File: src/sv/dtef_pkg.sv
`timescale 1ns / 1ps
// ----------------------------------------------------------------------------
// dtef_pkg
// Shared types and constants for the depth temporal EMA filter.
// ----------------------------------------------------------------------------
package dtef_pkg;

    localparam int MAX_WIDTH   = 1024;
    localparam int MAX_HEIGHT  = 1024;
    localparam int STORE_DEPTH = MAX_WIDTH * MAX_HEIGHT;

    localparam int COL_W  = $clog2(MAX_WIDTH);
    localparam int ROW_W  = $clog2(MAX_HEIGHT);
    localparam int ADDR_W = $clog2(STORE_DEPTH);

    localparam int DEPTH_W = 16;
    localparam int FILT_W  = 24;
    localparam int WT_W    = 9;
    localparam int DIM_W   = 11;
    localparam int CFG_IDX_W  = 2;
    localparam int CFG_DATA_W = 11;

    localparam logic [WT_W-1:0] WT_FULL = 9'd256;

    localparam logic [CFG_IDX_W-1:0] CFG_ENABLE = 2'd0;
    localparam logic [CFG_IDX_W-1:0] CFG_WEIGHT = 2'd1;
    localparam logic [CFG_IDX_W-1:0] CFG_WIDTH  = 2'd2;
    localparam logic [CFG_IDX_W-1:0] CFG_HEIGHT = 2'd3;

    // One accepted pixel on its way from the sequencer to the blend stage.
    typedef struct packed {
        logic [ADDR_W-1:0]  addr;
        logic [DEPTH_W-1:0] depth;
        logic               blend;
        logic               eof;
    } t_item;

endpackage

File: src/sv/dtef_blend.sv
`timescale 1ns / 1ps
// ----------------------------------------------------------------------------
// dtef_blend
// Blend stage and output register, with forwarding of the write-back value.
// ----------------------------------------------------------------------------
module dtef_blend
    import dtef_pkg::*;
(
    input  logic              i_clk,
    input  logic              i_rst_n,
    input  logic              i_accept,
    input  t_item             i_item,
    input  logic [WT_W-1:0]   i_weight,
    input  logic [FILT_W-1:0] i_rdata,
    input  logic              i_stall,
    output logic              o_s1_busy,
    output logic              o_s1_adv,
    output logic              o_we,
    output logic [ADDR_W-1:0] o_waddr,
    output logic [FILT_W-1:0] o_wdata,
    output logic              o_valid,
    output logic [FILT_W-1:0] o_filtered_depth,
    output logic              o_end_of_frame
);

    t_item             r_s1;
    logic              r_s1_valid;
    logic              r_s1_fwd;
    logic [FILT_W-1:0] r_fwd_data;
    logic              r_out_valid;
    logic [FILT_W-1:0] r_out_data;
    logic              r_out_eof;

    logic [FILT_W-1:0]  prev;
    logic [FILT_W-1:0]  cur;
    logic [DEPTH_W+WT_W-1:0] cur_part;
    logic [FILT_W+WT_W-1:0]  prev_part;
    logic [33:0]        acc;
    logic [FILT_W-1:0]  res;
    logic               s1_adv;

    // The entry read in the same cycle as its write sees the old value, so the
    // write-back value is forwarded instead.
    assign prev      = r_s1_fwd ? r_fwd_data : i_rdata;
    assign cur       = {r_s1.depth, 8'h00};
    assign cur_part  = r_s1.depth * (WT_FULL - i_weight);
    assign prev_part = prev * i_weight;
    assign acc       = {1'b0, cur_part, 8'h00} + 34'(prev_part) + 34'd128;
    assign res       = (r_s1.blend && (prev != '0)) ? acc[31:8] : cur;

    assign s1_adv = r_s1_valid && (!r_out_valid || !i_stall);

    always_ff @(posedge i_clk) begin
        if (!i_rst_n) begin
            r_s1_valid  <= 1'b0;
            r_out_valid <= 1'b0;
        end else begin
            if (i_accept) begin
                r_s1_valid <= 1'b1;
            end else if (s1_adv) begin
                r_s1_valid <= 1'b0;
            end
            if (s1_adv) begin
                r_out_valid <= 1'b1;
            end else if (!i_stall) begin
                r_out_valid <= 1'b0;
            end
        end
    end

    always_ff @(posedge i_clk) begin
        if (i_accept) begin
            r_s1       <= i_item;
            r_s1_fwd   <= s1_adv && (r_s1.addr == i_item.addr);
            r_fwd_data <= res;
        end
        if (s1_adv) begin
            r_out_data <= res;
            r_out_eof  <= r_s1.eof;
        end
    end

    assign o_s1_busy        = r_s1_valid;
    assign o_s1_adv         = s1_adv;
    assign o_we             = s1_adv;
    assign o_waddr          = r_s1.addr;
    assign o_wdata          = res;
    assign o_valid          = r_out_valid;
    assign o_filtered_depth = r_out_data;
    assign o_end_of_frame   = r_out_eof;

endmodule

File: config.mk
export PLATFORM = sky130hd
export DESIGN_NAME = dtef_blend
export DESIGN_NICKNAME = d
export VERILOG_FILES = /design/src/sv/dtef_pkg.sv /design/src/sv/dtef_blend.sv
export SDC_FILE = /design/constraint.sdc
export NUM_CORES = 1
export LEC_CHECK = 0
export ABC_AREA = 1
export BUFFER_PORTS_ARGS = -buffer_cell sky130_fd_sc_hd__buf_2
export CAP_MARGIN = 20
export CORE_MARGIN = 2
export CORE_UTILIZATION = 55
export DETAILED_ROUTE_END_ITERATION = 6
export PLACE_DENSITY = 0.75
export SLEW_MARGIN = 20
export SYNTH_ARGS = -nofsm -noshare
export SYNTH_HDL_FRONTEND = slang
export SYNTH_SLANG_ARGS = --single-unit
export TNS_END_PERCENT = 30
File: constraint.sdc
create_clock -name i_clk -period 8.9 [get_ports i_clk]
set_input_delay 0 -clock i_clk [delete_from_list [all_inputs] [get_ports i_clk]]
set_output_delay 0 -clock i_clk [all_outputs]
set_load 0.005 [all_outputs]
* Word-level counts from Yosys, hierarchy flattened
Cells that the tools add are included.
** Storage, ports and cells
- Flip-flop bits (word level) :: 90
- Output and inout port bits :: 73
- Logic and storage cells :: 31
** Cells by class
- Add/subtract/negate cells :: 3
- Multiply operators :: 2
- Equality and inequality tests :: 2
- Mux-type cells :: 6
- Reductions and logical operators :: 8
** Operators by type and width (number)
- $mux 24 :: 2
- $add 32x32->32 :: 1
- $add 32x8->32 const B :: 1
- $mul 24x9->32 :: 1
- $mul 17x10->24 :: 1
- $reduce_bool 24->1 :: 1
- $eq 20x20->1 :: 1
- $sub 9x9->10 const A :: 1
- $mux 1 :: 4
- $logic_and 1x1->1 :: 3
- $logic_not 1->1 :: 2
- $ne 2x1->1 const B :: 1
- $reduce_bool 2->1 :: 1
- $logic_or 1x1->1 :: 1

* Logic depth before layout (Yosys ltp)
- Depth in word-level cells :: 5
- Mapped depth :: 42

* Least setup slack after synthesis
Ideal clock, no wire load.
- Path kind :: input port to flip-flop
- Start point :: input port i_weight[2]
- End point :: register r_out_data[18], in the netlist o_filtered_depth[18], data pin
- Setup time :: 276 ps
- Arrival time :: 6787 ps
- Data required time :: 8624 ps
- Slack :: 1837 ps
- Cell stages on the path :: 34
- Path through :: clkbuf_1 -> inv_1 -> nand3_1 -> nor2_1 -> inv_1 -> nand2_1 -> inv_1 -> clkbuf_1 -> nand2_1 -> fa_1 -> inv_1 -> fa_1 -> inv_1 -> fa_1 -> fa_1 -> inv_1 -> fa_1 -> ha_1 -> nand2_1 -> nor3_1 -> a21oi_1 -> o21ai_0 -> a21oi_1 -> o21bai_1 -> xor2_1 -> fa_1 -> ha_1 -> a21oi_1 -> o21ai_0 -> a211oi_1 -> nand2_1 -> or2_2 -> nand3_1 -> o21ai_1
** Between the ends
- Cells in the longest elaborated chain, start to end :: 5
** Ends and longest elaborated chain
- start: declaration :: line dtef_blend.sv:13 : input logic [WT_W-1:0] i_weight,
- $sub 9x9->10 :: line dtef_blend.sv:46 : assign cur_part = r_s1.depth * (WT_FULL - i_weight);
- $mul 17x10->24 :: line dtef_blend.sv:46
- $add 32x32->32 (*) :: line dtef_blend.sv:48 : assign acc = {1'b0, cur_part, 8'h00} + 34'(prev_part) + 34'd128;
- $add 32x8->32 (*) :: line dtef_blend.sv:48
- $mux 24 (*) :: line dtef_blend.sv:49 : assign res = (r_s1.blend && (prev != '0)) ? acc[31:8] : cur;
- via o_wdata[18] :: line dtef_blend.sv:20 : output logic [FILT_W-1:0] o_wdata,
- end signal: assignment :: line dtef_blend.sv:78 : r_out_data <= res;
- end: declaration :: line dtef_blend.sv:31 : logic [FILT_W-1:0] r_out_data;
The timed path passes the listed nets; every way through them passes the cells marked *.
A chain may end at the register's enable or synchronous reset.

* Final worst setup path
- Start point :: input port i_weight[1]
- End point :: output port o_wdata[20]
** Between the ends
- Cells in the longest elaborated chain, start to end :: 5
** Ends and longest elaborated chain (line)
- $sub 9x9->10 :: dtef_blend.sv:46
- $mul 17x10->24 :: dtef_blend.sv:46
- $add 32x32->32 (*) :: dtef_blend.sv:48
- $add 32x8->32 (*) :: dtef_blend.sv:48
- $mux 24 (*) :: dtef_blend.sv:49
- end: declaration :: dtef_blend.sv:20
Mark *: on every way between the ends. The rest lies on a longest branch, timed or not.

==> flow_summary.toml <==
[placed_design]
dp_hpwl_um = 39600
io_buffers = 147
routabilityCongestion = 1.02

[die]
chipWidth_um = 176
ios = 148
rows = 63
coreArea_mm2 = 0.0294
dieArea_mm2 = 0.0311
dieHeight_um = 176
start_util_pct = 55.5

[global_route]
gr-total-overflow = 0
grt_max_degree = 65
grt_pass1_wl_um = 77000
grt_pass1_vias = 14600
antenna_found_initial = 0
track_usage_pct = 32.9

[synth]
ys.flop_type = "edfxtp_1"
synth_fp_nets = 2459
async_flop_share_pct = 0
synth_edf_count = 88
synth_top_area_share_pct = 35.3
synth_top_cells_by_area = "fa_1, edfxtp_1, inv_1"
yosys_warnings = 0
ys_seq_area_share_pct = 16.4
synth_cell_types = 42
synth-seq-cells = 90
synth_area_mm2 = 0.0163
syn_inst = 1985
synth_top_area_cell = "fa_1"
postSynthAreaPerCell_um2 = 8.22

[route]
drc_errors = 0
finalWirelength_um = 48400
drt_iter0_markers = 1180
viasPerCell = 5.41
dr.pass1.iters = 5
detail-route-antenna-nets = 0
wl_per_cell_um = 19.1
vias = 13700

[cells_and_area]
mostFrequentLayoutCell = "inv_1"
n_antenna_cell = 0
final_cell_mix = "inv_1, nand2_1, fa_1"
fill_cells = 2642
nNetsFinal = 2608
drive_gt1_share_pct = 9.40
area_growth_pct = 10.4

[timing]
clock_skew_ns = 0.0177
tightest_slew_ns = 0.956
period_share_pct = 94.2
fmax_mhz = 119
tns_ns = 0
final.min_clock_period_ns = 8.39
rsz0062_at_grt = "false"
drv_slew = 0
slew-limit-headroom_pct = 36.3
hold_viol_final = 0
finalSetupViolations = 0

[setup_path]
worstPathRequired_ns = 8.90
r2r-start = "cur[13]$_DFFE_PP_"
cpMostUsedCell = "nand2_1"
critical_path.max_stage_delay_ns = 0.49
reg2reg_depth = 28
reg2reg_to = "r_fwd_data[20]$_DFFE_PP_"
critical_path.startpoint_type = "primary input"
cp-end-kind = "output pin"
cp_max_fo = 10
critical_path_class = "primary input to output pin"
worst-r2r-setup-slack_ns = 1.13
cp_slowest_cell = "fa_1"
crit_arrival_ns = 8.39

[clock_network]
cts_tree = "done"
clk_latency_ns = 0.38
cts_sinks = 90
cts.clk_slew.worst_paths_ns = 0.10
cts-buffers-inserted = 9
htree_levels = 3
cts-root-buf = "clkbuf_16"
clockBufferDepth = 2

[min_path]
holdCritPathClass = "primary input to flop"
holdPathStages = 2
hold_end = "cur[11]$_DFFE_PP_"
min_from = "i_item[5]"

[outcome]
status = "finished clean"

[job]
drv_cap = 0
[worst max-delay path, delay by kind of cell]
kind | cells | cell delay [ns]
adder cells (fa/ha/maj) | 9 | 3.52
buffers and inverters | 8 | 1.10
AO/OA/AOI/OAI | 10 | 2.35
AND/OR/NAND/NOR | 12 | 1.39
[registers in the layout (all words and copies together), names as in the netlist]
register          cells
o_end_of_frame        1
r_s1                  2
o_filtered_depth     24
cur                  16
r_fwd_data           24
o_valid               1
o_waddr              20
r_s1_fwd              1
o_s1_busy             1
[cells in the mapped netlist (all sizes together) (18+ instances only)]
master  instances
ha            111
xor2           18
xnor2          23
or2            23
buf            33
clkbuf         35
nand2         435
nor2          186
a21oi          51
fa            288
nand3          42
edfxtp         88
inv           496
nand4          18
o21ai          70
[metrics by stage]
step / std cells / hold slack, ns / utilization [%] / setup WS [ns] / area [µm²]
floorplan: 1985 / 0.0989 / - / 1.84 / 16300
global placement: 2473 / 0.177 / 58.9 / 0.697 / 17300
detailed placement: 2473 / 0.178 / 58.9 / 0.523 / 17300
CTS: 2529 / 0.310 / 61.3 / 0.627 / 18000
global route: 2529 / 0.330 / 61.3 / 0.0747 / 18000
finish: 2529 / 0.319 / 61.3 / 0.512 / 18000
[per-layer routing]
| layer | part of all wire [%] | vias to the layer above | global-route usage, % |
|---|---|---|---|
| li1 | - | 6221 | - |
| met1 | 39 | 6720 | 40.8 |
| met2 | 49 | 620 | 56.2 |
| met3 | 8.1 | 130 | 6.46 |
| met4 | 4.7 | 0 | 13.9 |
| met5 | 0 | - | 0 |
[cells by family after synthesis]
family | Yosys count | synth area share, %
flops | 90 | 16.4
buf+inv | 566 | 13.8
compound gates | 159 | 5.58
xor+xnor | 41 | 2.20
fa+ha+maj | 399 | 43.8
simple gates | 730 | 18.2
[area by class of cell]
cell class	count	area, µm²	share of cell area, %
clock buffers	9	225	1.25
clock inverters	7	76.3	0.424
inverters	498	1870	10.4
multi-input cells	1329	11400	63.3
flip-flops and latches	90	2680	14.9
well taps	390	488	2.71
repair buffers	206	1280	7.10
[worst max-delay path by stage]
stage | endpoint | from | cells past startpoint | slack [ns]
2_1_floorplan | o_filtered_depth[18]$_DFFE_PP_ | i_weight[2] | 34 | 1.84
3_3_place_gp | r_fwd_data[20]$_DFFE_PP_ | i_weight[0] | 36 | 0.70
3_5_place_dp | r_fwd_data[20]$_DFFE_PP_ | i_weight[1] | 36 | 0.52
4_1_cts | o_wdata[17] | i_weight[1] | 38 | 0.63
5_1_grt | o_wdata[17] | i_weight[1] | 39 | 0.07
6_report | o_wdata[20] | i_weight[1] | 39 | 0.51
[repair_timing]
action / in CTS / in global routing
hold endpoints to repair: 40 / 0
buffers inserted: 0 / 0
endpoints found under the setup margin: 0 / 1
gates resized for setup: 0 / 1
hold buffers: 40 / 0
Power is not shown: default switching activity piles up to over one toggle a cycle in this logic, so the estimate is an artifact.
