--- src/sv/dtef_pkg.sv ---
`timescale 1ns / 1ps
// ----------------------------------------------------------------------------
// dtef_pkg
// Shared types and constants for the depth temporal EMA filter.
// ----------------------------------------------------------------------------
package dtef_pkg;

    localparam int MAX_WIDTH   = 1024;
    localparam int MAX_HEIGHT  = 1024;
    localparam int STORE_DEPTH = MAX_WIDTH * MAX_HEIGHT;

    localparam int COL_W  = $clog2(MAX_WIDTH);
    localparam int ROW_W  = $clog2(MAX_HEIGHT);
    localparam int ADDR_W = $clog2(STORE_DEPTH);

    localparam int DEPTH_W = 16;
    localparam int FILT_W  = 24;
    localparam int WT_W    = 9;
    localparam int DIM_W   = 11;
    localparam int CFG_IDX_W  = 2;
    localparam int CFG_DATA_W = 11;

    localparam logic [WT_W-1:0] WT_FULL = 9'd256;

    localparam logic [CFG_IDX_W-1:0] CFG_ENABLE = 2'd0;
    localparam logic [CFG_IDX_W-1:0] CFG_WEIGHT = 2'd1;
    localparam logic [CFG_IDX_W-1:0] CFG_WIDTH  = 2'd2;
    localparam logic [CFG_IDX_W-1:0] CFG_HEIGHT = 2'd3;

    // One accepted pixel on its way from the sequencer to the blend stage.
    typedef struct packed {
        logic [ADDR_W-1:0]  addr;
        logic [DEPTH_W-1:0] depth;
        logic               blend;
        logic               eof;
    } t_item;

endpackage

--- src/sv/dtef_ctrl.sv ---
`timescale 1ns / 1ps
// ----------------------------------------------------------------------------
// dtef_ctrl
// Configuration registers, raster position counters and history tracking.
// ----------------------------------------------------------------------------
module dtef_ctrl
    import dtef_pkg::*;
(
    input  logic                  i_clk,
    input  logic                  i_rst_n,
    input  logic                  i_cfg_we,
    input  logic [CFG_IDX_W-1:0]  i_cfg_index,
    input  logic [CFG_DATA_W-1:0] i_cfg_data,
    input  logic                  i_accept,
    input  logic [DEPTH_W-1:0]    i_depth_mm,
    output t_item                 o_item,
    output logic [WT_W-1:0]       o_weight
);

    logic              r_enable;
    logic [WT_W-1:0]   r_weight;
    logic [DIM_W-1:0]  r_width;
    logic [DIM_W-1:0]  r_height;
    logic              r_hist;
    logic [COL_W-1:0]  r_col;
    logic [ROW_W-1:0]  r_row;
    logic [ADDR_W-1:0] r_addr;

    logic              n_hist;
    logic [COL_W-1:0]  n_col;
    logic [ROW_W-1:0]  n_row;
    logic [ADDR_W-1:0] n_addr;

    logic [COL_W-1:0]  col_last;
    logic [ROW_W-1:0]  row_last;
    logic              eol;
    logic              eof;

    // A zero size acts as one; sizes above the store geometry saturate.
    always_comb begin
        if (r_width == '0) begin
            col_last = '0;
        end else if (32'(r_width) > MAX_WIDTH) begin
            col_last = COL_W'(MAX_WIDTH - 1);
        end else begin
            col_last = COL_W'(r_width - 1'b1);
        end
        if (r_height == '0) begin
            row_last = '0;
        end else if (32'(r_height) > MAX_HEIGHT) begin
            row_last = ROW_W'(MAX_HEIGHT - 1);
        end else begin
            row_last = ROW_W'(r_height - 1'b1);
        end
    end

    assign eol = (r_col == col_last);
    assign eof = eol && (r_row == row_last);

    always_comb begin
        n_col  = r_col;
        n_row  = r_row;
        n_addr = r_addr;
        n_hist = r_hist;
        if (i_cfg_we) begin
            n_col  = '0;
            n_row  = '0;
            n_addr = '0;
            n_hist = 1'b0;
        end else if (i_accept) begin
            if (eof) begin
                n_col  = '0;
                n_row  = '0;
                n_addr = '0;
                n_hist = r_enable;
            end else if (eol) begin
                n_col  = '0;
                n_row  = r_row + 1'b1;
                n_addr = r_addr + 1'b1;
            end else begin
                n_col  = r_col + 1'b1;
                n_addr = r_addr + 1'b1;
            end
        end
    end

    always_ff @(posedge i_clk) begin
        if (!i_rst_n) begin
            r_enable <= 1'b0;
            r_weight <= 9'd128;
            r_width  <= 11'd640;
            r_height <= 11'd480;
            r_hist   <= 1'b0;
            r_col    <= '0;
            r_row    <= '0;
            r_addr   <= '0;
        end else begin
            r_hist <= n_hist;
            r_col  <= n_col;
            r_row  <= n_row;
            r_addr <= n_addr;
            if (i_cfg_we) begin
                unique case (i_cfg_index)
                    CFG_ENABLE: r_enable <= i_cfg_data[0];
                    CFG_WEIGHT: r_weight <= i_cfg_data[WT_W-1:0];
                    CFG_WIDTH:  r_width  <= i_cfg_data[DIM_W-1:0];
                    CFG_HEIGHT: r_height <= i_cfg_data[DIM_W-1:0];
                    default:    r_enable <= r_enable;
                endcase
            end
        end
    end

    // Weights above one full step act as a full step.
    assign o_weight = r_weight[WT_W-1] ? WT_FULL : r_weight;

    assign o_item.addr  = r_addr;
    assign o_item.depth = i_depth_mm;
    assign o_item.blend = r_enable && r_hist;
    assign o_item.eof   = eof;

endmodule

--- config.mk ---
export PLATFORM = sky130hd
export DESIGN_NAME = dtef_ctrl
export DESIGN_NICKNAME = d
export VERILOG_FILES = /design/src/sv/dtef_pkg.sv /design/src/sv/dtef_ctrl.sv
export SDC_FILE = /design/constraint.sdc
export NUM_CORES = 1
export LEC_CHECK = 0
export BUFFER_PORTS_ARGS = -buffer_cell sky130_fd_sc_hd__buf_2
export CORE_MARGIN = 2
export CORE_UTILIZATION = 50
export CTS_CLUSTER_SIZE = 30
export DETAILED_ROUTE_END_ITERATION = 12
export GPL_TIMING_DRIVEN = 0
export PLACE_DENSITY_LB_ADDON = 0.05
export SYNTH_ARGS = -nofsm -noshare
export SYNTH_HDL_FRONTEND = slang
export SYNTH_SLANG_ARGS = --single-unit
export TNS_END_PERCENT = 10
--- constraint.sdc ---
create_clock -name i_clk -period 4.1 [get_ports i_clk]
set_clock_uncertainty 0.05 [all_clocks]
set_input_delay 0.41 -clock i_clk [delete_from_list [all_inputs] [get_ports i_clk]]
set_output_delay 0.41 -clock i_clk [all_outputs]
set_load 0.03 [all_outputs]
Word level (Yosys, flattened, before mapping)

Cells that the tools add are included.

Word-level logic and storage cells: 44
Output and inout port bits: 47
Input port bits: 33
Flip-flop bits (word level): 73

$lt $le $gt $ge: 2
Reduce and logical (&&, ||, !) cells: 13
Bitwise logic cells: 1
Equality and inequality tests: 5
Mux-type cells: 10
Add/subtract/negate cells: 5

Operators with widths:

| kind                    | number |
|---|---|
| $mux W10                | 8 |
| $gt A11 B11 Y1 const B  | 2 |
| $logic_not A11 Y1       | 2 |
| $add A10 B1 Y10 const B | 2 |
| $add A20 B1 Y20 const B | 1 |
| $eq A10 B10 Y1          | 2 |
| $mux W20                | 1 |
| $sub A10 B1 Y10 const B | 2 |
| $reduce_and A2 Y1       | 6 |
| $mux W9                 | 1 |
| $eq A2 B2 Y1 const B    | 2 |
| $eq A2 B1 Y1 const B    | 1 |
| $logic_and A1 B1 Y1     | 2 |
| $logic_not A2 Y1        | 1 |
| $reduce_bool A2 Y1      | 1 |
| $reduce_or A2 Y1        | 1 |
| $not A1 Y1              | 1 |

Logic depth before layout (Yosys ltp)

Gate-level depths: netlist (run 1).

Depth after elaboration: 7
Gate-level depth with buffers: 14
Gate-level depth less buffers: 10

Worst setup path before layout (run 1)

Ideal clock, no wire load.

Path kind: reg-to-reg
Start: register r_width[0]
End: register r_row[3]
Data required time: 3980 ps
Arrival: 3432 ps
Slack: 547 ps
Path buffers: 3
Setup time: 70 ps
Period minus slack after synthesis: 3553 ps
Stages on the path, launching flop included: 14
Cells stage by stage: dfxtp_1 clkbuf_1 inv_1 ha_1 buf_2 or3b_2 or3_1 clkbuf_1 maj3_1 xnor2_1 and3_1 nand4_1 or4_1 a21oi_1

Longest elaborated chain between the ends: 7
Elaborated cells between the ends (all ways): 10
Those cells by class: add/sub: 1; order compare: 1; eq/ne: 1; mux: 3; reduce/logical: 4

Ends and longest elaborated chain:

| item                                                     | RTL line                         | source |
|---|---|---|
| start: declaration                                       | dtef_ctrl.sv:22                  | `logic [DIM_W-1:0] r_width;` |
| start signal: assignment                                 | dtef_ctrl.sv:106                 | `CFG_WIDTH: r_width <= i_cfg_data[DIM_W-1:0];` |
| $sub A10 B1 Y10 / $gt A11 B11 Y1 (equally long branches) | dtef_ctrl.sv:46, dtef_ctrl.sv:43 |  |
| $mux W10                                                 | dtef_ctrl.sv:43                  | `end else if (32'(r_width) > MAX_WIDTH) begin` |
| $mux W10 *                                               | dtef_ctrl.sv:41                  | `if (r_width == '0) begin` |
| $eq A10 B10 Y1 *                                         | dtef_ctrl.sv:57                  | `assign eol = (r_col == col_last);` |
| $logic_and A1 B1 Y1                                      | dtef_ctrl.sv:58                  | `assign eof = eol && (r_row == row_last);` |
| $reduce_bool A2 Y1 (no source line)                      | -                                |  |
| $reduce_and A2 Y1 (no source line)                       | -                                |  |
| end signal: assignment                                   | dtef_ctrl.sv:100                 | `r_row <= n_row;` |
| end: declaration                                         | dtef_ctrl.sv:26                  | `logic [ROW_W-1:0] r_row;` |

Mark *: on every way between the ends. The rest lies on a longest branch, timed or not.
A chain may end at the register's enable or synchronous reset.

Final worst setup path (run 1)

Start: register r_height[0]
End: output port o_item[0] in the netlist's numbering

Longest elaborated chain between the ends: 5
Elaborated cells between the ends (all ways): 7
Those cells by class: add/sub: 1; order compare: 1; eq/ne: 1; mux: 2; reduce/logical: 2

Ends and longest elaborated chain:

| item                                                     | RTL line                         | source |
|---|---|---|
| start: declaration                                       | dtef_ctrl.sv:23                  | `logic [DIM_W-1:0] r_height;` |
| start signal: assignment                                 | dtef_ctrl.sv:107                 | `CFG_HEIGHT: r_height <= i_cfg_data[DIM_W-1:0];` |
| $sub A10 B1 Y10 / $gt A11 B11 Y1 (equally long branches) | dtef_ctrl.sv:53, dtef_ctrl.sv:50 |  |
| $mux W10                                                 | dtef_ctrl.sv:50                  | `end else if (32'(r_height) > MAX_HEIGHT) begin` |
| $mux W10 *                                               | dtef_ctrl.sv:48                  | `if (r_height == '0) begin` |
| $eq A10 B10 Y1 *                                         | dtef_ctrl.sv:58                  |  |
| $logic_and A1 B1 Y1 *                                    | dtef_ctrl.sv:58                  |  |
| end: declaration                                         | dtef_ctrl.sv:16                  | `output t_item o_item,` |

Marked as above.

==> results of run 1 <==
[through the flow]
step	setup TNS, ps	util, %	hold slack, ps
finish	0	60.3	300
detailed placement	-843	57.2	403
global placement	0	57.2	398
floorplan	0	-	386
global route	0	60.3	289
CTS	0	59.5	280
[worst max path at each step]
stage,start,end,slack (ps),cells past startpoint
after global routing,r_height[0]$_SDFFE_PN0P_,o_item[0],10,12
after floorplan,r_width[0]$_SDFFE_PN0P_,r_row[3]$_SDFFE_PP0P_,550,13
after CTS,r_height[0]$_SDFFE_PN0P_,o_item[0],20,12
final,r_height[0]$_SDFFE_PN0P_,o_item[0],160,12
after global placement,r_width[0]$_SDFFE_PN0P_,r_addr[18]$_SDFFE_PP0P_,30,14
after detailed placement,r_width[0]$_SDFFE_PN0P_,r_addr[3]$_SDFFE_PP0P_,-50,14
[cell type report]
cell class	count	area (sq um)	share of cell area, %
repair buffers	66	340	6.41
clock buffers	9	124	2.33
well taps	108	135	2.54
multi-input cells	442	2840	53.5
clock inverters	7	58.8	1.11
inverters	17	63.8	1.20
plain buffers	49	284	5.35
flip-flops and latches	73	1460	27.5
[state kept, by name, summed over array words and instances (netlist names)]
name and flops:
r_width 11, r_col 10, r_addr 20, r_hist 1, r_row 10, r_enable 1, r_weight 9, r_height 11
[cell usage after synthesis (5+ instances only)]
cell / number / area share (%)
a21boi_0: 17 / 2.8
a21oi_1: 19 / 2.1
and2_1: 6 / 0.82
and3_1: 14 / 1.9
and4_1: 5 / 0.95
buf_4: 18 / 2.9
clkbuf_1: 23 / 1.9
dfxtp_1: 73 / 32
ha_1: 5 / 1.4
inv_1: 17 / 1.4
mux2i_1: 14 / 3.1
nand2_1: 71 / 5.8
nand2b_1: 7 / 0.95
nand3_1: 19 / 2.1
nand4_1: 16 / 2.2
nor2_1: 52 / 4.3
nor2b_1: 19 / 2.6
nor3_1: 13 / 1.4
nor4_1: 15 / 2.0
o211ai_1: 8 / 1.3
o21ai_0: 14 / 1.5
o31ai_1: 5 / 0.82
or3_1: 9 / 1.2
or4_1: 10 / 1.6
xnor2_1: 21 / 4.0
xor2_1: 21 / 4.0
[power by group]
group,switching [mW],internal (mW),leakage (nW)
registers,0.0151,0.721,0.592
clock network,0.314,0.232,0.0929
logic,0.144,0.0957,1.39
[routing by layer]
metal,GRT usage (%),wire length [um],share of wire [%]
met4,6.43,155,1.3
met1,31.5,5380,46
met2,40.3,5790,49
met3,4.25,424,3.6
met5,0,0,0
[timing repair]
item | CTS | global route
hold endpoints to repair | 0 | 0
pin swaps | 1 | 3
resized for setup | 5 | 15
buffers inserted | 1 | 2
endpoints found under the setup margin | 21 | 21
[critical path, stage by stage (launching register included)]
cell      delay (ps)
dfxtp_1          370
inv_2             90
ha_2             190
or4b_2           590
buf_4            190
or3_4            400
and2_1           200
or3_1            360
a21oi_2          140
nand4_1          170
nor2_1           140
buf_4            110
clkbuf_4         170
[layout by cell type, fill, tap and decap left out, types with 14 or more instances in the layout]
master and count:
a21boi_0 17, a21oi_1 18, buf_2 64, buf_4 23, clkbuf_1 22, dfxtp_1 72
inv_1 16, mux2i_1 14, nand2_1 71, nand3_1 18, nand4_1 16, nor2_1 52
nor2b_1 19, nor4_1 14, o21ai_0 14, xnor2_1 20, xor2_1 21
[kinds of logic after synthesis]
kind of cell    after synthesis
simple gates                280
compound gates               99
flops                        73
buf+inv                      67
xor+xnor                     42
mux                          14
fa+ha+maj                     7
==> results.yml, run 1 <==
placed_design:
  post_dp_cell_area_sq_um: 5040
  dp_cells: 753
  dpl_worst_slack_ps: -47.4
  port_buffers: 63
  dp_hpwl_mm: 8.91
  globalplace.congestion: 0.967
drt:
  drt-initial-drc-count: 180
  drc: 0
  ant_nets: 0
  wire_per_inst_um: 15.2
  routed_wl_mm: 11.8
  viasPerCell: 5.66
  num_vias: 4364
  dr.pass1.iters: 4
synthesis:
  synth_compound_area_share_pct: 15.2
  synth-edff-count: 0
  synthAdderAreaFrac_pct: 1.80
  synth-simple-area-share_pct: 32.5
  syn_area_per_cell_sq_um: 7.88
  ys_seq_area_share_pct: 31.9
  syn_inst: 582
  syn_nets: 620
  yosys_warnings: 0
  yosys.area_share.xor_xnor_pct: 8.02
  synth_top_family_by_area: "simple AND/OR/NAND/NOR gates"
  synth_ff_type: "dfxtp_1"
  synth_area_sq_um: 4590
  async_reset_ff_share_pct: 0
  ys_ff_latch: 73
  synthDistinctLibCells: 66
  muxShareOfSynthArea_pct: 3.05
cts:
  cts_made_buffers: 9
  cts_tree: "yes"
  cts_buffer_depth: 2
  clock-sinks: 73
  cts_hold_buf: 0
  path_clk_slew_ps: 80
  root_buffer: "clkbuf_8"
  htreeDepth: 3
  clock_latency_ps: 350
setup_path:
  r2r_end: "r_addr[7]$_SDFFE_PP0P_"
  end_kind: "output pin"
  crit_type: "flip-flop to output pin"
  reg2reg_setup_slack_ps: 240
  r2r_start: "r_height[0]$_SDFFE_PN0P_"
  critPathLaunchType: "flip-flop"
  r2r_cells: 14
  cp_max_fo: 9
  cp.required_ps: 3640
  cp.arrival_ps: 3480
timing:
  finalWorstSetupSlack_ps: 161
  max_freq_mhz: 254
  finalSetupViolations: 0
  finalHoldViolations: 0
  maxSlewHeadroom_pct: 52.1
  post-route-min-period_ps: 3940
  period_share_pct: 96.1
  finalMaxSlewViolations: 0
  rsz0062_at_grt: "no"
  tightest_slew_ps: 714
pwr:
  finalPower_mw: 1.52
  powerDensity_nw_per_um2: 287
  vdd_drop_max_mv: 0.200
  leakagePower_nw: 2.08
floorplan:
  initial_core_util_pct: 52.1
  coreArea_sq_um: 8810
  die-area_sq_um: 9960
  io_pins: 80
  die_width_um: 99.8
  row_count: 34
  die_h_um: 99.8
grt:
  grt_pass1_vias: 4042
  grt-ovfl-total: 0
  antenna_found_initial: 0
  grt_max_degree: 16
  grt_pass1_wl_mm: 19.4
  grtUsageTotal_pct: 23.8
run:
  maxCapViolCount: 0
cells_and_area:
  drive_gt1_share_pct: 20.7
  diodes: 0
  fillers: 841
  instances_no_fill: 771
  syn_to_final_growth_pct: 15.8
  stdcell_area_sq_um: 5310
  nets: 696
hold_path:
  hold_path_end: "r_width[9]$_SDFFE_PN1P_"
  whs_path_depth: 3
  worstHoldStart: "i_cfg_data[9]"
  holdCritPathClass: "input pin to flip-flop"
outcome:
  status: "complete, no violations"
Power figures use the tool's default switching activity.
==> run 2: changes to the inputs <==
--- a/config.mk
+++ b/config.mk
@@ -5,13 +5,14 @@
 export SDC_FILE = /design/constraint.sdc
 export NUM_CORES = 1
 export LEC_CHECK = 0
+export ABC_AREA = 0
 export BUFFER_PORTS_ARGS = -buffer_cell sky130_fd_sc_hd__buf_2
 export CORE_MARGIN = 2
 export CORE_UTILIZATION = 50
 export CTS_CLUSTER_SIZE = 30
 export DETAILED_ROUTE_END_ITERATION = 12
 export GPL_TIMING_DRIVEN = 0
-export PLACE_DENSITY_LB_ADDON = 0.05
+export PLACE_DENSITY = 0.8
 export SYNTH_ARGS = -nofsm -noshare
 export SYNTH_HDL_FRONTEND = slang
 export SYNTH_SLANG_ARGS = --single-unit
==> results.yml, run 2 (synthesis results as in run 1) <==
timing:
  rsz0062_at_grt: "no"
  timing.hold.ws_ps: 279
  finalSetupViolations: 0
  max_freq_mhz: 252
  post-route-min-period_ps: 3960
  finalMaxSlewViolations: 0
  maxSlewHeadroom_pct: 49.5
  setup_tns_ps: 0
  finalHoldViolations: 0
  tightest_slew_ps: 752
  period_share_pct: 96.7
pwr:
  intPower_mw: 1.23
  p_comb_share_pct: 14.1
  vdd_drop_max_mv: 0.308
  switchingPower_mw: 0.455
  power_frac_seq_pct: 43.8
  powerDensity_nw_per_um2: 315
  p_sw_share_pct: 27.1
  p_clk_share_pct: 42.1
  leakagePower_nw: 2.09
setup_path:
  r2r_start: "r_width[0]$_SDFFE_PN0P_"
  critical_path.endpoint: "o_item[0]"
  r2r_cells: 13
  worst_path_max_delay_cell: "or4b_2"
  crit_buf_inv: 4
  critPathLaunchType: "flip-flop"
  critPathMaxStageDelay_ps: 580
  crit_type: "flip-flop to output pin"
  crit_chain: "inv_2, ha_2, or4b_2, clkbuf_4, or3_4, and2_1, or3_1, a21oi_1, nand4_1, nor2_1, buf_4, clkbuf_4"
  cpLargestDelayFamily: "simple AND/OR/NAND/NOR gates"
  cp.arrival_ps: 3500
  end_kind: "output pin"
  cp_num_cells: 12
  r2r_end: "r_addr[16]$_SDFFE_PP0P_"
  reg2reg_setup_slack_ps: 260
  cp-startpoint: "r_height[0]$_SDFFE_PN0P_"
  cp_max_fo: 9
  cp.required_ps: 3640
  crit_path_frequent_cell: "clkbuf_4"
drt:
  dr.pass1.iters: 5
  viasPerCell: 5.80
  drc: 0
  ant_nets: 0
  routed_wl_mm: 11.4
  drt-initial-drc-count: 326
  wire_per_inst_um: 14.8
  num_vias: 4466
grt:
  grt_pass1_vias: 4178
  grt_pass1_wl_mm: 19.1
  grt-ovfl-total: 0
  antenna_found_initial: 0
  grt_max_degree: 15
  grtUsageTotal_pct: 23.4
cts:
  path_clk_slew_ps: 80
  cts_made_buffers: 9
  cts_buffer_depth: 2
  clock-sinks: 73
  cts_hold_buf: 0
  cts_tree: "yes"
  htreeDepth: 3
  root_buffer: "clkbuf_8"
  clock_latency_ps: 350
floorplan:
  initial_core_util_pct: 52.1
  io_pins: 80
  row_count: 34
  die-area_sq_um: 9960
  coreArea_sq_um: 8810
  die_h_um: 99.8
  die_width_um: 99.8
placed_design:
  dp_hpwl_mm: 8.51
  globalplace.congestion: 1.01
  dp_cells: 753
  port_buffers: 63
  post_dp_cell_area_sq_um: 5040
cells_and_area:
  nets: 695
  top_register: "r_addr"
  stdcell_area_sq_um: 5340
  instances_no_fill: 770
  reg_top3: "r_addr: 20 flops, r_height: 11 flops, r_width: 11 flops"
  syn_to_final_growth_pct: 16.5
  mostFrequentLayoutCell: "dfxtp_1"
  diodes: 0
  final_cell_mix: "dfxtp_1 (72), nand2_1 (71), buf_2 (65), nor2_1 (52), clkbuf_1 (22)"
  fin_util_pct: 60.7
  drive_gt1_share_pct: 19.9
  largest_reg_flops: 20
run:
  maxCapViolCount: 0
hold_path:
  worstHoldStart: "i_cfg_data[9]"
  holdCritPathClass: "input pin to flip-flop"
outcome:
  status: "complete, no violations"
[run 2: cell count changes in the layout (fill, tap and decap cells not counted), sizes merged]
cell / delta
buf: -2
inv: -2
bufinv: +3
clkbuf: +1
clkinv: -1
[run 2: worst min path at each step]
stage                     cells after the start  slack (ps)                        to
after floorplan                               2         390  r_weight[7]$_SDFFE_PN1P_
after global placement                        2         400  r_weight[7]$_SDFFE_PN1P_
after detailed placement                      2         410  r_weight[7]$_SDFFE_PN1P_
after CTS                                     3         270   r_width[9]$_SDFFE_PN1P_
final                                         3         280   r_width[9]$_SDFFE_PN1P_
after global routing                          3         270  r_width[10]$_SDFFE_PN0P_
[run 2: through the flow]
| step | power, mW | setup slack [ps] |
|---|---|---|
| finish | 1.68 | 136 |
| global route | 1.75 | 2.26 |
| CTS | 1.69 | 6.38 |
| detailed placement | 0.982 | 85.0 |
| global placement | 0.974 | 174 |
| floorplan | 0.920 | 547 |
[run 2: repair_timing]
| action | 4_1_cts | 5_1_grt |
|---|---|---|
| gates cloned | 0 | 0 |
| buffers inserted | 1 | 1 |
| gates resized for setup | 5 | 9 |
| pin swaps | 1 | 3 |
| endpoints found under the setup margin | 1 | 21 |
[run 2: worst min-delay path, cell delays in order]
cell and delay (ps):
buf_2 100, nand2_1 50, o211ai_1 80
[run 2: layout make-up]
cell class	instances	area, sq um
Sequential cell	73	1460
Multi-Input combinational cell	442	2820
Timing Repair Buffer	65	333
Buffer	49	282
Clock buffer	9	124
Inverter	17	63.8
Clock inverter	7	124
Fill cell	804	3460
Tap cell	108	135
[run 2: per-layer routing]
layer  GRT usage, %  vias up  routed length [um]  share of wire (%)
li1               -     2208                   -                  -
met1           29.7     2070                5130                 45
met2           39.8      161                5420                 48
met3           4.53       27                 626                5.5
met4           8.22        0                 226                2.0
met5              0        -                   0                  0
[run 2: power groups by stage]
stage,logic [mW],clock network (mW),registers (mW)
5_1_grt,0.260,0.747,0.738
3_5_place_dp,0.231,0,0.751
4_1_cts,0.233,0.719,0.735
6_report,0.238,0.707,0.736
2_1_floorplan,0.172,0,0.749
3_3_place_gp,0.223,0,0.750
==> run 3: changes to the inputs <==
--- a/config.mk
+++ b/config.mk
@@ -8,11 +8,11 @@
 export ABC_AREA = 0
 export BUFFER_PORTS_ARGS = -buffer_cell sky130_fd_sc_hd__buf_2
 export CORE_MARGIN = 2
-export CORE_UTILIZATION = 50
+export CORE_UTILIZATION = 53
 export CTS_CLUSTER_SIZE = 30
 export DETAILED_ROUTE_END_ITERATION = 12
 export GPL_TIMING_DRIVEN = 0
-export PLACE_DENSITY = 0.8
+export PLACE_DENSITY = 0.84
 export SYNTH_ARGS = -nofsm -noshare
 export SYNTH_HDL_FRONTEND = slang
 export SYNTH_SLANG_ARGS = --single-unit
==> results.yml, run 3 (synthesis results as in run 1) <==
outcome:
  status: "complete, no violations"
floorplan:
  initial_core_util_pct: 55.3
  coreArea_sq_um: 8300
  die-area_sq_um: 9420
  io_pins: 80
  die_h_um: 97.0
  row_count: 33
  die_width_um: 97.0
drt:
  viasPerCell: 5.86
  wire_per_inst_um: 14.8
  drt-initial-drc-count: 281
  drc: 0
  dr.pass1.iters: 5
  num_vias: 4494
  ant_nets: 0
  routed_wl_mm: 11.4
cells_and_area:
  largest_reg_flops: 20
  top_register: "r_addr"
  reg_top3: "r_addr: 20 flops, r_height: 11 flops, r_width: 11 flops"
  diodes: 0
  nets: 695
  final_cell_mix: "nand2_1 (71), dfxtp_1 (71), buf_2 (63), nor2_1 (51)"
  drive_gt1_share_pct: 20.5
  syn_to_final_growth_pct: 16.7
placed_design:
  globalplace.congestion: 0.960
  dp_hpwl_mm: 8.33
  port_buffers: 63
  dpl_worst_slack_ps: 48.9
run:
  maxCapViolCount: 0
grt:
  grtUsageTotal_pct: 24.0
  grt_max_degree: 15
  grt_pass1_vias: 4168
  grt_pass1_wl_mm: 19.1
  antenna_found_initial: 0
  grt-ovfl-total: 0
cts:
  cts_hold_buf: 0
  path_clk_slew_ps: 90
  root_buffer: "clkbuf_8"
  cts_buffer_depth: 2
  clock-sinks: 73
  clock_latency_ps: 360
  cts_made_buffers: 9
  htreeDepth: 3
  cts_tree: "yes"
setup_path:
  cp.arrival_ps: 3490
  cp_max_fo: 9
  cp.required_ps: 3640
  crit_type: "flip-flop to output pin"
  critPathLaunchType: "flip-flop"
  end_kind: "output pin"
timing:
  maxSlewHeadroom_pct: 56.3
  max_freq_mhz: 253
  post-route-min-period_ps: 3950
  finalHoldViolations: 0
  period_share_pct: 96.4
  tightest_slew_ps: 650
  finalMaxSlewViolations: 0
  finalWorstSetupSlack_ps: 148
  finalSetupViolations: 0
pwr:
  powerDensity_nw_per_um2: 304
  vdd_drop_max_mv: 0.214
  finalPower_mw: 1.63
  leakagePower_nw: 2.09
hold_path:
  holdCritPathClass: "input pin to flip-flop"
## run 3: cell count changes in the layout (fill, tap and decap cells not counted), sizes merged
cell      previous run  this run
inv                 20        19
clkinvlp             1         2
bufinv               3         2
clkinv               0         1
## run 3: worst paths after layout
| kind | from | endpoint | slack (ps) | cells after the start |
|---|---|---|---|---|
| hold / removal | i_cfg_data[7] | r_height[7]$_SDFFE_PN1P_ | 270 | 3 |
| hold reg to reg | r_hist$_SDFFE_PP0P_ | r_hist$_SDFFE_PP0P_ | 440 | 2 |
| setup / recovery | r_height[0]$_SDFFE_PN0P_ | o_item[0] | 150 | 12 |
| setup reg to reg | r_width[0]$_SDFFE_PN0P_ | r_row[8]$_SDFFE_PP0P_ | 200 | 13 |
## run 3: worst max-delay path, cell delays in order, from the launching register on
cell      delay [ps]
dfxtp_2          350
inv_1            100
ha_2             210
or4b_2           610
buf_6            170
or3_4            400
and2_1           190
or3_1            360
a21oi_2          140
nand4_1          180
nor2_2           130
buf_4            120
clkbuf_4         170
## run 3: stage by stage
| step | hold slack, ps | instances | util, % | TNS (ps) | area [sq um] |
|---|---|---|---|---|---|
| final | 266 | 767 | 64.5 | 0 | 5360 |
| after global routing | 267 | 767 | 64.5 | -10.5 | 5360 |
| after CTS | 261 | 766 | 63.6 | 0 | 5280 |
| after detailed placement | 416 | 750 | 60.7 | 0 | 5030 |
| after global placement | 407 | 750 | 60.7 | 0 | 5030 |
| after floorplan | 386 | 582 | - | 0 | 4590 |
## run 3: final cells by class
class                   instances  area [sq um]
repair buffers                 66           340
fillers                       707          2940
well taps                     105           131
plain buffers                  48           287
inverters                      17          63.8
flip-flops and latches         73          1470
clock inverters                 7           101
multi-input cells             442          2840
clock buffers                   9           124
## run 3: report_power, final
part / internal (mW) / switching (mW) / leakage [nW] / total, mW
Combinational: 0.0964 / 0.143 / 1.39 / 0.239
Clock: 0.348 / 0.305 / 0.106 / 0.652
Sequential: 0.721 / 0.0149 / 0.592 / 0.736
Total: 1.17 / 0.463 / 2.09 / 1.63
## run 3: per-layer routing
layer | routed length [um] | vias to the layer above | GRT usage, %
met5 | 0 | - | 0
met4 | 229 | 0 | 9.32
met2 | 5380 | 181 | 40.5
met3 | 726 | 21 | 4.91
li1 | - | 2215 | -
met1 | 5040 | 2077 | 30.0
## run 3: timing repair
item                                    CTS  global route
pin swaps                                 1             8
resized for setup                         4            19
setup buffers                             1             2
cloned                                    0             0
endpoints found under the setup margin    1            21
